$ cat src/rtl/core/pftr_pkg.sv
`default_nettype none

package pftr_pkg;

    // Fixed field widths of the block's channels
    localparam int FRAME_INDEX_W   = 3;
    localparam int FAULT_W         = 16;
    localparam int FRAMES_IN_USE_W = 4;
    localparam int CFG_INDEX_W     = 4;
    localparam int CFG_DATA_W      = 8;

    // Configuration register indexes
    localparam logic [CFG_INDEX_W-1:0] CFG_POLICY_MODE   = CFG_INDEX_W'(0);
    localparam logic [CFG_INDEX_W-1:0] CFG_FRAMES_IN_USE = CFG_INDEX_W'(1);

    // Reset values and limits
    localparam logic [FRAMES_IN_USE_W-1:0] FRAMES_IN_USE_RST = FRAMES_IN_USE_W'(8);
    localparam logic [FAULT_W-1:0]         FAULT_MAX         = '1;

    typedef enum logic {
        POLICY_FIFO = 1'b0,
        POLICY_LRU  = 1'b1
    } policy_t;

    typedef struct packed {
        policy_t                      policy_mode;
        logic [FRAMES_IN_USE_W-1:0]   frames_in_use;
    } cfg_t;

    typedef struct packed {
        logic                       hit;
        logic [FRAME_INDEX_W-1:0]   frame_index;
        logic [FAULT_W-1:0]         fault_count;
    } result_t;

endpackage

`default_nettype wire

$ cat src/rtl/core/pftr_item_if.sv
`default_nettype none

interface pftr_item_if #(
    parameter int PAGE_BITS = 16
);
    logic                   valid;
    logic                   ready;
    logic [PAGE_BITS-1:0]   page_number;
    logic                   clear_first;

    modport source (output valid, output page_number, output clear_first, input ready);
    modport sink   (input valid, input page_number, input clear_first, output ready);
endinterface

`default_nettype wire

$ cat src/rtl/core/pftr_result_if.sv
`default_nettype none

interface pftr_result_if;
    logic                                   valid;
    logic                                   ready;
    logic                                   hit;
    logic [pftr_pkg::FRAME_INDEX_W-1:0]     frame_index;
    logic [pftr_pkg::FAULT_W-1:0]           fault_count;

    modport source (output valid, output hit, output frame_index, output fault_count,
                    input ready);
    modport sink   (input valid, input hit, input frame_index, input fault_count,
                    output ready);
endinterface

`default_nettype wire

$ cat src/rtl/core/pftr_cfg_if.sv
`default_nettype none

interface pftr_cfg_if;
    logic                               valid;
    logic                               ready;
    logic [pftr_pkg::CFG_INDEX_W-1:0]   index;
    logic [pftr_pkg::CFG_DATA_W-1:0]    data;

    modport source (output valid, output index, output data, input ready);
    modport sink   (input valid, input index, input data, output ready);
endinterface

`default_nettype wire

$ cat src/rtl/core/pftr_cfg_regs.sv
`default_nettype none

module pftr_cfg_regs (
    input  wire logic           clk,
    input  wire logic           rst_n,
    pftr_cfg_if.sink            cfg,
    output pftr_pkg::cfg_t      cfg_q
);
    import pftr_pkg::*;

    policy_t                        policy_reg;
    logic [FRAMES_IN_USE_W-1:0]     fiu_reg;
    logic                           wr_en;

    // Writes are always taken; unknown indexes are dropped
    assign cfg.ready = 1'b1;
    assign wr_en     = cfg.valid && cfg.ready;

    always_ff @(posedge clk or negedge rst_n)
    begin
        if (!rst_n)
        begin
            policy_reg <= POLICY_FIFO;
            fiu_reg    <= FRAMES_IN_USE_RST;
        end
        else if (wr_en)
        begin
            if (cfg.index == CFG_POLICY_MODE)
            begin
                policy_reg <= policy_t'(cfg.data[0]);
            end
            if (cfg.index == CFG_FRAMES_IN_USE)
            begin
                fiu_reg <= cfg.data[FRAMES_IN_USE_W-1:0];
            end
        end
    end

    assign cfg_q.policy_mode   = policy_reg;
    assign cfg_q.frames_in_use = fiu_reg;

endmodule

`default_nettype wire

$ cat src/rtl/core/pftr_frame_table.sv
`default_nettype none

module pftr_frame_table #(
    parameter int NUM_FRAMES = 8,
    parameter int PAGE_BITS  = 16
) (
    input  wire logic                   clk,
    input  wire logic                   rst_n,
    input  wire logic                   upd,
    input  wire logic [PAGE_BITS-1:0]   page,
    input  wire logic                   clear_first,
    input  wire pftr_pkg::cfg_t         cfg,
    output pftr_pkg::result_t           res
);
    import pftr_pkg::*;

    localparam int FIDX_W = (NUM_FRAMES > 1) ? $clog2(NUM_FRAMES) : 1;
    localparam int OUT_W  = (FIDX_W > FRAME_INDEX_W) ? FIDX_W : FRAME_INDEX_W;
    localparam logic [FIDX_W-1:0] RANK_TOP = FIDX_W'(NUM_FRAMES - 1);

    // Frame state
    logic [PAGE_BITS-1:0]   page_reg  [NUM_FRAMES];
    logic [NUM_FRAMES-1:0]  valid_reg;
    logic [FIDX_W-1:0]      rank_reg  [NUM_FRAMES];
    logic [FIDX_W-1:0]      ptr_reg;
    logic [FAULT_W-1:0]     faults_reg;

    // State as seen by this reference, after an optional clear
    logic [NUM_FRAMES-1:0]  eff_valid;
    logic [FIDX_W-1:0]      eff_rank  [NUM_FRAMES];
    logic [FIDX_W-1:0]      eff_ptr;
    logic [FAULT_W-1:0]     eff_faults;

    logic [NUM_FRAMES-1:0]  active;
    logic [NUM_FRAMES-1:0]  match;
    logic [NUM_FRAMES-1:0]  empty;
    logic [NUM_FRAMES-1:0]  oldest;
    logic                   hit;
    logic [FIDX_W-1:0]      hit_idx;
    logic [FIDX_W-1:0]      empty_idx;
    logic [FIDX_W-1:0]      oldest_idx;
    logic [FIDX_W-1:0]      victim_idx;
    logic [FIDX_W-1:0]      sel_idx;
    logic [FIDX_W-1:0]      sel_rank;
    logic [FIDX_W-1:0]      succ_idx;
    logic                   touch;
    logic [OUT_W-1:0]       sel_wide;

    logic [NUM_FRAMES-1:0]  valid_next;
    logic [FIDX_W-1:0]      rank_next [NUM_FRAMES];
    logic [FIDX_W-1:0]      ptr_next;
    logic [FAULT_W-1:0]     faults_next;

    // Apply clear, build active mask
    always_comb
    begin
        eff_valid  = clear_first ? '0 : valid_reg;
        eff_ptr    = clear_first ? '0 : ptr_reg;
        eff_faults = clear_first ? '0 : faults_reg;
        for (int i = 0; i < NUM_FRAMES; i++)
        begin
            eff_rank[i] = clear_first ? FIDX_W'(i) : rank_reg[i];
            active[i]   = (i == 0) || (int'(cfg.frames_in_use) > i);
        end
    end

    // Parallel tag compare, empty detect and LRU minimum
    always_comb
    begin
        for (int i = 0; i < NUM_FRAMES; i++)
        begin
            match[i]  = active[i] && eff_valid[i] && (page_reg[i] == page);
            empty[i]  = active[i] && !eff_valid[i];
            oldest[i] = active[i];
            for (int j = 0; j < NUM_FRAMES; j++)
            begin
                if (j != i && active[j] && !(eff_rank[j] > eff_rank[i]))
                begin
                    oldest[i] = 1'b0;
                end
            end
        end
    end

    // Lowest-index picks
    always_comb
    begin
        hit_idx    = '0;
        empty_idx  = '0;
        oldest_idx = '0;
        for (int i = NUM_FRAMES - 1; i >= 0; i--)
        begin
            if (match[i])
            begin
                hit_idx = FIDX_W'(i);
            end
            if (empty[i])
            begin
                empty_idx = FIDX_W'(i);
            end
            if (oldest[i])
            begin
                oldest_idx = FIDX_W'(i);
            end
        end
    end

    // Victim choice: empty frames first, then policy
    always_comb
    begin
        hit = |match;
        priority if (|empty)
        begin
            victim_idx = empty_idx;
        end
        else if (cfg.policy_mode == POLICY_LRU)
        begin
            victim_idx = oldest_idx;
        end
        else if (active[eff_ptr])
        begin
            victim_idx = eff_ptr;
        end
        else
        begin
            victim_idx = '0;
        end
        sel_idx  = hit ? hit_idx : victim_idx;
        sel_rank = eff_rank[sel_idx];
        touch    = !hit || (cfg.policy_mode == POLICY_LRU);
    end

    // Round-robin successor within the active set
    always_comb
    begin
        succ_idx = '0;
        for (int i = 0; i < NUM_FRAMES - 1; i++)
        begin
            if (sel_idx == FIDX_W'(i) && active[i + 1])
            begin
                succ_idx = FIDX_W'(i + 1);
            end
        end
    end

    // Next state
    always_comb
    begin
        valid_next = eff_valid;
        if (!hit)
        begin
            valid_next[sel_idx] = 1'b1;
        end
        for (int i = 0; i < NUM_FRAMES; i++)
        begin
            if (!touch)
            begin
                rank_next[i] = eff_rank[i];
            end
            else if (sel_idx == FIDX_W'(i))
            begin
                rank_next[i] = RANK_TOP;
            end
            else if (eff_rank[i] > sel_rank)
            begin
                rank_next[i] = eff_rank[i] - FIDX_W'(1);
            end
            else
            begin
                rank_next[i] = eff_rank[i];
            end
        end
        ptr_next    = (!hit && cfg.policy_mode == POLICY_FIFO) ? succ_idx : eff_ptr;
        faults_next = (!hit && eff_faults != FAULT_MAX) ? eff_faults + FAULT_W'(1)
                                                        : eff_faults;
    end

    // Control state
    always_ff @(posedge clk or negedge rst_n)
    begin
        if (!rst_n)
        begin
            valid_reg  <= '0;
            ptr_reg    <= '0;
            faults_reg <= '0;
            for (int i = 0; i < NUM_FRAMES; i++)
            begin
                rank_reg[i] <= FIDX_W'(i);
            end
        end
        else if (upd)
        begin
            valid_reg  <= valid_next;
            ptr_reg    <= ptr_next;
            faults_reg <= faults_next;
            for (int i = 0; i < NUM_FRAMES; i++)
            begin
                rank_reg[i] <= rank_next[i];
            end
        end
    end

    // Page tags, gated by valid bits
    always_ff @(posedge clk)
    begin
        if (upd && !hit)
        begin
            page_reg[sel_idx] <= page;
        end
    end

    assign sel_wide        = OUT_W'(sel_idx);
    assign res.hit         = hit;
    assign res.frame_index = sel_wide[FRAME_INDEX_W-1:0];
    assign res.fault_count = faults_next;

    // Rank permutation check
    logic [NUM_FRAMES-1:0] rank_seen;
    logic                  rank_perm_ok;

    always_comb
    begin
        rank_seen = '0;
        for (int i = 0; i < NUM_FRAMES; i++)
        begin
            rank_seen[rank_reg[i]] = 1'b1;
        end
        rank_perm_ok = &rank_seen;
    end

    a_rank_perm: assert property (@(posedge clk) disable iff (!rst_n)
        rank_perm_ok)
        else $error("frame ranks are not a permutation");

    a_sel_valid: assert property (@(posedge clk) disable iff (!rst_n)
        upd |=> valid_reg[$past(sel_idx)])
        else $error("referenced frame not valid after update");

    a_fault_step: assert property (@(posedge clk) disable iff (!rst_n)
        (upd && !hit && eff_faults != FAULT_MAX) |=>
            faults_reg == FAULT_W'($past(eff_faults) + FAULT_W'(1)))
        else $error("fault count did not advance on a miss");

    a_hit_no_fault: assert property (@(posedge clk) disable iff (!rst_n)
        (upd && hit) |=> faults_reg == $past(eff_faults))
        else $error("fault count changed on a hit");

    a_fifo_ptr: assert property (@(posedge clk) disable iff (!rst_n)
        (upd && !hit && cfg.policy_mode == POLICY_FIFO) |=>
            (ptr_reg == '0 || ptr_reg == FIDX_W'($past(sel_idx) + FIDX_W'(1))))
        else $error("round-robin pointer did not follow the victim");

endmodule

`default_nettype wire

$ cat src/rtl/core/page_frame_replacement_tracker.sv
`default_nettype none

// Fully associative page frame tracker with FIFO (round robin) or LRU replacement.
// Each page reference on the item channel is compared against all valid active
// frames in parallel; a miss loads the page into the first empty active frame,
// or else into the round-robin or least recently used frame, and bumps a
// saturating fault count. One reference is accepted every cycle while the result
// channel is not stalled; each passes through the input register and then the
// result register, around the combinational tag compare and rank update. A
// stalled result holds the input register, so at most two references are in
// flight. Frame state resets at once, so no clearing pass follows reset.
// Configuration (policy, active frame count) may only be written while no
// reference is in flight.
module page_frame_replacement_tracker #(
    parameter int NUM_FRAMES = 8,
    parameter int PAGE_BITS  = 16
) (
    input  wire logic       clk,
    input  wire logic       rst_n,
    pftr_item_if.sink       item,
    pftr_result_if.source   result,
    pftr_cfg_if.sink        cfg
);
    import pftr_pkg::*;

    cfg_t                   cfg_q;
    result_t                res;

    logic                   in_valid_reg;
    logic [PAGE_BITS-1:0]   in_page_reg;
    logic                   in_clear_reg;
    logic                   out_valid_reg;
    result_t                out_res_reg;

    logic                   advance;
    logic                   in_load;

    pftr_cfg_regs u_cfg_regs (
        .clk   (clk),
        .rst_n (rst_n),
        .cfg   (cfg),
        .cfg_q (cfg_q)
    );

    pftr_frame_table #(
        .NUM_FRAMES (NUM_FRAMES),
        .PAGE_BITS  (PAGE_BITS)
    ) u_frame_table (
        .clk         (clk),
        .rst_n       (rst_n),
        .upd         (advance),
        .page        (in_page_reg),
        .clear_first (in_clear_reg),
        .cfg         (cfg_q),
        .res         (res)
    );

    // Handshake: input stage moves on when the result register is free
    assign advance    = in_valid_reg && (!out_valid_reg || result.ready);
    assign item.ready = !in_valid_reg || advance;
    assign in_load    = item.valid && item.ready;

    // Input register
    always_ff @(posedge clk or negedge rst_n)
    begin
        if (!rst_n)
        begin
            in_valid_reg <= 1'b0;
        end
        else if (in_load)
        begin
            in_valid_reg <= 1'b1;
        end
        else if (advance)
        begin
            in_valid_reg <= 1'b0;
        end
    end

    always_ff @(posedge clk)
    begin
        if (in_load)
        begin
            in_page_reg  <= item.page_number;
            in_clear_reg <= item.clear_first;
        end
    end

    // Result register
    always_ff @(posedge clk or negedge rst_n)
    begin
        if (!rst_n)
        begin
            out_valid_reg <= 1'b0;
        end
        else if (advance)
        begin
            out_valid_reg <= 1'b1;
        end
        else if (result.ready)
        begin
            out_valid_reg <= 1'b0;
        end
    end

    always_ff @(posedge clk)
    begin
        if (advance)
        begin
            out_res_reg <= res;
        end
    end

    assign result.valid       = out_valid_reg;
    assign result.hit         = out_res_reg.hit;
    assign result.frame_index = out_res_reg.frame_index;
    assign result.fault_count = out_res_reg.fault_count;

endmodule

`default_nettype wire
$ cat src/flat_wrapper.sv
// flat-port wrapper written by rule: the top's interface ports become plain ports
module page_frame_replacement_tracker_flat import pftr_pkg::*;
#(
    parameter int NUM_FRAMES = 8,
    parameter int PAGE_BITS  = 16
)
  (clk, rst_n, item_valid, item_page_number, item_clear_first, item_ready, result_valid, result_hit, result_frame_index, result_fault_count, result_ready, cfg_valid, cfg_index, cfg_data, cfg_ready);
  pftr_item_if #(.PAGE_BITS(PAGE_BITS)) item_i ();
  pftr_result_if result_i ();
  pftr_cfg_if cfg_i ();
  input  wire logic clk;
  input  wire logic rst_n;
  input wire logic [$bits(item_i.valid)-1:0] item_valid;
  input wire logic [$bits(item_i.page_number)-1:0] item_page_number;
  input wire logic [$bits(item_i.clear_first)-1:0] item_clear_first;
  output wire logic [$bits(item_i.ready)-1:0] item_ready;
  output wire logic [$bits(result_i.valid)-1:0] result_valid;
  output wire logic [$bits(result_i.hit)-1:0] result_hit;
  output wire logic [$bits(result_i.frame_index)-1:0] result_frame_index;
  output wire logic [$bits(result_i.fault_count)-1:0] result_fault_count;
  input wire logic [$bits(result_i.ready)-1:0] result_ready;
  input wire logic [$bits(cfg_i.valid)-1:0] cfg_valid;
  input wire logic [$bits(cfg_i.index)-1:0] cfg_index;
  input wire logic [$bits(cfg_i.data)-1:0] cfg_data;
  output wire logic [$bits(cfg_i.ready)-1:0] cfg_ready;
  assign item_i.valid = item_valid;
  assign item_i.page_number = item_page_number;
  assign item_i.clear_first = item_clear_first;
  assign item_ready = item_i.ready;
  assign result_valid = result_i.valid;
  assign result_hit = result_i.hit;
  assign result_frame_index = result_i.frame_index;
  assign result_fault_count = result_i.fault_count;
  assign result_i.ready = result_ready;
  assign cfg_i.valid = cfg_valid;
  assign cfg_i.index = cfg_index;
  assign cfg_i.data = cfg_data;
  assign cfg_ready = cfg_i.ready;
  page_frame_replacement_tracker #(.NUM_FRAMES(NUM_FRAMES), .PAGE_BITS(PAGE_BITS)) u_core (.clk(clk), .rst_n(rst_n), .item(item_i), .result(result_i), .cfg(cfg_i));
endmodule
$ cat config.mk
export PLATFORM = sky130hd
export DESIGN_NAME = page_frame_replacement_tracker_flat
export DESIGN_NICKNAME = d
export VERILOG_FILES = /design/src/rtl/core/pftr_pkg.sv /design/src/rtl/core/pftr_item_if.sv /design/src/rtl/core/pftr_result_if.sv /design/src/rtl/core/pftr_cfg_if.sv /design/src/rtl/core/pftr_cfg_regs.sv /design/src/rtl/core/pftr_frame_table.sv /design/src/rtl/core/page_frame_replacement_tracker.sv /design/src/flat_wrapper.sv
export SDC_FILE = /design/constraint.sdc
export NUM_CORES = 1
export LEC_CHECK = 0
export ABC_AREA = 1
export ABC_CLOCK_PERIOD_IN_PS = 6700
export BUFFER_PORTS_ARGS = -buffer_cell sky130_fd_sc_hd__buf_4
export CELL_PAD_IN_SITES_DETAIL_PLACEMENT = 1
export CELL_PAD_IN_SITES_GLOBAL_PLACEMENT = 2
export CORE_MARGIN = 1.5
export CORE_UTILIZATION = 38
export DETAILED_ROUTE_END_ITERATION = 7
export PLACE_DENSITY_LB_ADDON = 0.1
export SYNTH_ARGS = -nofsm -noshare
export SYNTH_HDL_FRONTEND = slang
export SYNTH_SLANG_ARGS = --single-unit
$ cat constraint.sdc
create_clock -name clk -period 6.7 [get_ports clk]
set_input_delay 0.67 -clock clk [delete_from_list [all_inputs] [get_ports clk]]
set_output_delay 0.67 -clock clk [all_outputs]
set_load 0.01 [all_outputs]
==> flow_summary.json <==
{
  "synthTopCellsByArea": "edfxtp_1, nand2_1, dfrtp_1, ha_1, nor2_1",
  "instances_no_fill": 2548,
  "antenna_found_initial": 0,
  "required_ns": 7.16,
  "clockRootBuffer": "clkbuf_16",
  "yosysTopAreaCell": "edfxtp_1",
  "syn_inst": 1913,
  "post-synth-top-count-cell": "nand2_1",
  "place_area_mm2": 0.0164,
  "drv_cap": 0,
  "first_pass_iters": 5,
  "ir_worst_vdd_mv": 0.219,
  "dp_hpwl_um": 42100,
  "die-height_um": 203,
  "p_leak_nw": 7.68,
  "grt_overflow": 0,
  "fillers": 4883,
  "clk_latency_ns": 0.60,
  "synthArstFlopShare": 0.260,
  "clkSlewWorstSetupHoldPaths_ns": 0.06,
  "rsz0062_at_grt": "false",
  "cts_tree": "built",
  "register_area_mm2": 0.00642,
  "crit_fanout": 20,
  "max_freq_mhz": 165,
  "ys_warn_count": 0,
  "largest_reg_flops": 128,
  "cp_slowest_cell": "o21ai_0",
  "grt_pass1_wl_um": 85900,
  "p_per_area_mw_per_mm2": 347,
  "wl_um": 56200,
  "critPathCaptureType": "flip-flop",
  "drive_gt1_frac": 0.122,
  "synthesis.nets": 2025,
  "dpl.cell_count": 2496,
  "grt_pass1_vias": 14396,
  "grt_max_degree": 81,
  "clock_sinks": 223,
  "cts_made_buffers": 28,
  "min_period_ns": 6.07,
  "yosysTopAreaCellShare": 0.325,
  "fin_skew_ns": 0.0507,
  "finalCritPeriodShare": 0.907,
  "yosysUniqueCellTypes": 70,
  "dieArea_mm2": 0.0413,
  "setup_viol": 0,
  "synth_top_flop_cell": "edfxtp_1",
  "cts_buffer_depth": 3,
  "synthTopCellsByCount": "nand2_1, nor2_1, inv_1",
  "arrival_ns": 6.53,
  "diodes": 0,
  "drt-initial-drc-count": 782,
  "crit_top_cell": "nand2_1",
  "seq_area_frac_synth": 0.421,
  "route.vias.total": 13822,
  "syn_area_mm2": 0.0152,
  "port_buffers": 51,
  "wire_per_inst_um": 22.1,
  "maxSlewViolCount": 0,
  "ys_ff_latch": 223,
  "core_area_mm2": 0.0396,
  "synth_edf_count": 165,
  "hold_path.class": "input pin to asynchronous set/reset pin",
  "postCtsSetupRepairBufs": 0,
  "outcome": "finished clean",
  "fin_nets": 2113,
  "area_growth_pct": 14.4,
  "htreeDepth": 1,
  "hold_violations": 0,
  "ant_nets": 0,
  "viasPerCell": 5.42,
  "slowest_delay_ns": 0.76,
  "grt_use_total": 0.273,
  "io_pins": 57,
  "drc_errors": 0,
  "die_w_um": 203,
  "stdcell_area_mm2": 0.0174,
  "syn_avg_cell_area_um2": 7.97,
  "slew_headroom": 0.333,
  "rows": 73,
  "start_util": 0.385,
  "critPathLaunchType": "flip-flop",
  "place.gp.congestion": 0.958,
  "tns_ns": 0,
  "max_slew.worst_pin.slew_ns": 1.00,
  "multiInputGateArea_mm2": 0.00771,
  "setup.worst_path.class": "flip-flop to flip-flop"
}
metal layers:
metal / routed length [um] / vias to the layer above / global-route usage / share of wire
met5: 0 / - / 0 / 0
met4: 2080 / 0 / 0.0984 / 0.037
met3: 1650 / 97 / 0.0273 / 0.029
met2: 27600 / 245 / 0.480 / 0.49
met1: 24900 / 6833 / 0.348 / 0.44
li1: - / 6647 / - / -
worst max-delay path: cells and delay by family, from the launching register on:
family / cells / cell delay, ns
buf+inv: 4 / 0.98
simple gates: 15 / 1.85
flops: 1 / 0.51
compound gates: 7 / 1.97
xor+xnor: 1 / 0.17
fa+ha+maj: 2 / 0.46
area by class of cell:
cell class / count / share of cell area
well taps: 525 / 0.0377
inverters: 226 / 0.0490
repair buffers: 99 / 0.0441
clock buffers: 31 / 0.0414
clock inverters: 21 / 0.0171
flip-flops and latches: 223 / 0.368
multi-input cells: 1423 / 0.442
per-stage QoR:
step / hold WS, ns / power, mW / util / worst slack [ns]
2_1_floorplan: 0.374 / 3.51 / - / 1.86
3_3_place_gp: 0.465 / 4.28 / 0.414 / 0.669
3_5_place_dp: 0.469 / 4.37 / 0.414 / 0.542
4_1_cts: 0.214 / 6.07 / 0.440 / 0.521
5_1_grt: 0.228 / 6.45 / 0.440 / 0.232
6_report: 0.200 / 6.04 / 0.440 / 0.626
kinds of logic (layout without fill, tap and decap cells):
logic type               count (synthesis)  count (layout)  synth area share
AND/OR/NAND/NOR                       1063            1063             0.318
buffers and inverters                  267             377            0.0730
flip-flops                             223             223             0.421
AO/OA/AOI/OAI                          202             202            0.0777
adder cells (fa/ha/maj)                 78              78            0.0640
XOR/XNOR                                78              78            0.0448
other                                    1               1          0.000246
multiplexers                             1               1          0.000739
cell usage in the layout, fill, tap and decap left out, drive strengths merged, types with 6 or more instances in the layout:
master / instances
nor3: 40
nand3b: 18
nand3: 123
xnor2: 29
a31oi: 8
nor3b: 9
inv: 227
dfstp: 13
bufinv: 6
o21ai: 100
buf: 99
a21oi: 45
ha: 78
o22ai: 13
edfxtp: 165
nor2: 255
a32oi: 6
xor2: 49
dfrtp: 45
nand4: 73
clkinvlp: 7
o211ai: 9
clkbuf: 31
clkinv: 7
nor4: 30
or2: 33
nand2: 471
path summary, 6_finish.rpt:
check / endpoint / from / cells after the start / slack [ns]
max in group asynchronous: u_core.u_frame_table.rank_reg[3]$_DFFE_PN0P_ / rst_n / 1 / 5.87
min: u_core.u_frame_table.faults_reg[8]$_DFFE_PN0P_ / rst_n / 1 / 0.20
min reg2reg: u_core.u_frame_table.faults_reg[3]$_DFFE_PN0P_ / u_core.u_frame_table.faults_reg[3]$_DFFE_PN0P_ / 2 / 0.48
min in group clk: u_core.in_page_reg[6]$_DFFE_PP_ / item_page_number[6] / 1 / 0.24
max: u_core.u_frame_table.rank_reg[11]$_DFFE_PN1P_ / u_core.in_clear_reg$_DFFE_PP_ / 29 / 0.63
max reg2reg: u_core.u_frame_table.rank_reg[11]$_DFFE_PN1P_ / u_core.in_clear_reg$_DFFE_PP_ / 29 / 0.63
power breakdown:
group,internal [mW],switching (mW)
combinational,0.812,1.71
clock,1.01,0.662
sequential,1.70,0.147
total,3.53,2.52
repair_timing:
item / in CTS / in global routing
endpoints found under the setup margin: 0 / 6
hold buffers: 0 / 0
gates resized for setup: 0 / 1
Power figures use the tool's default switching activity.
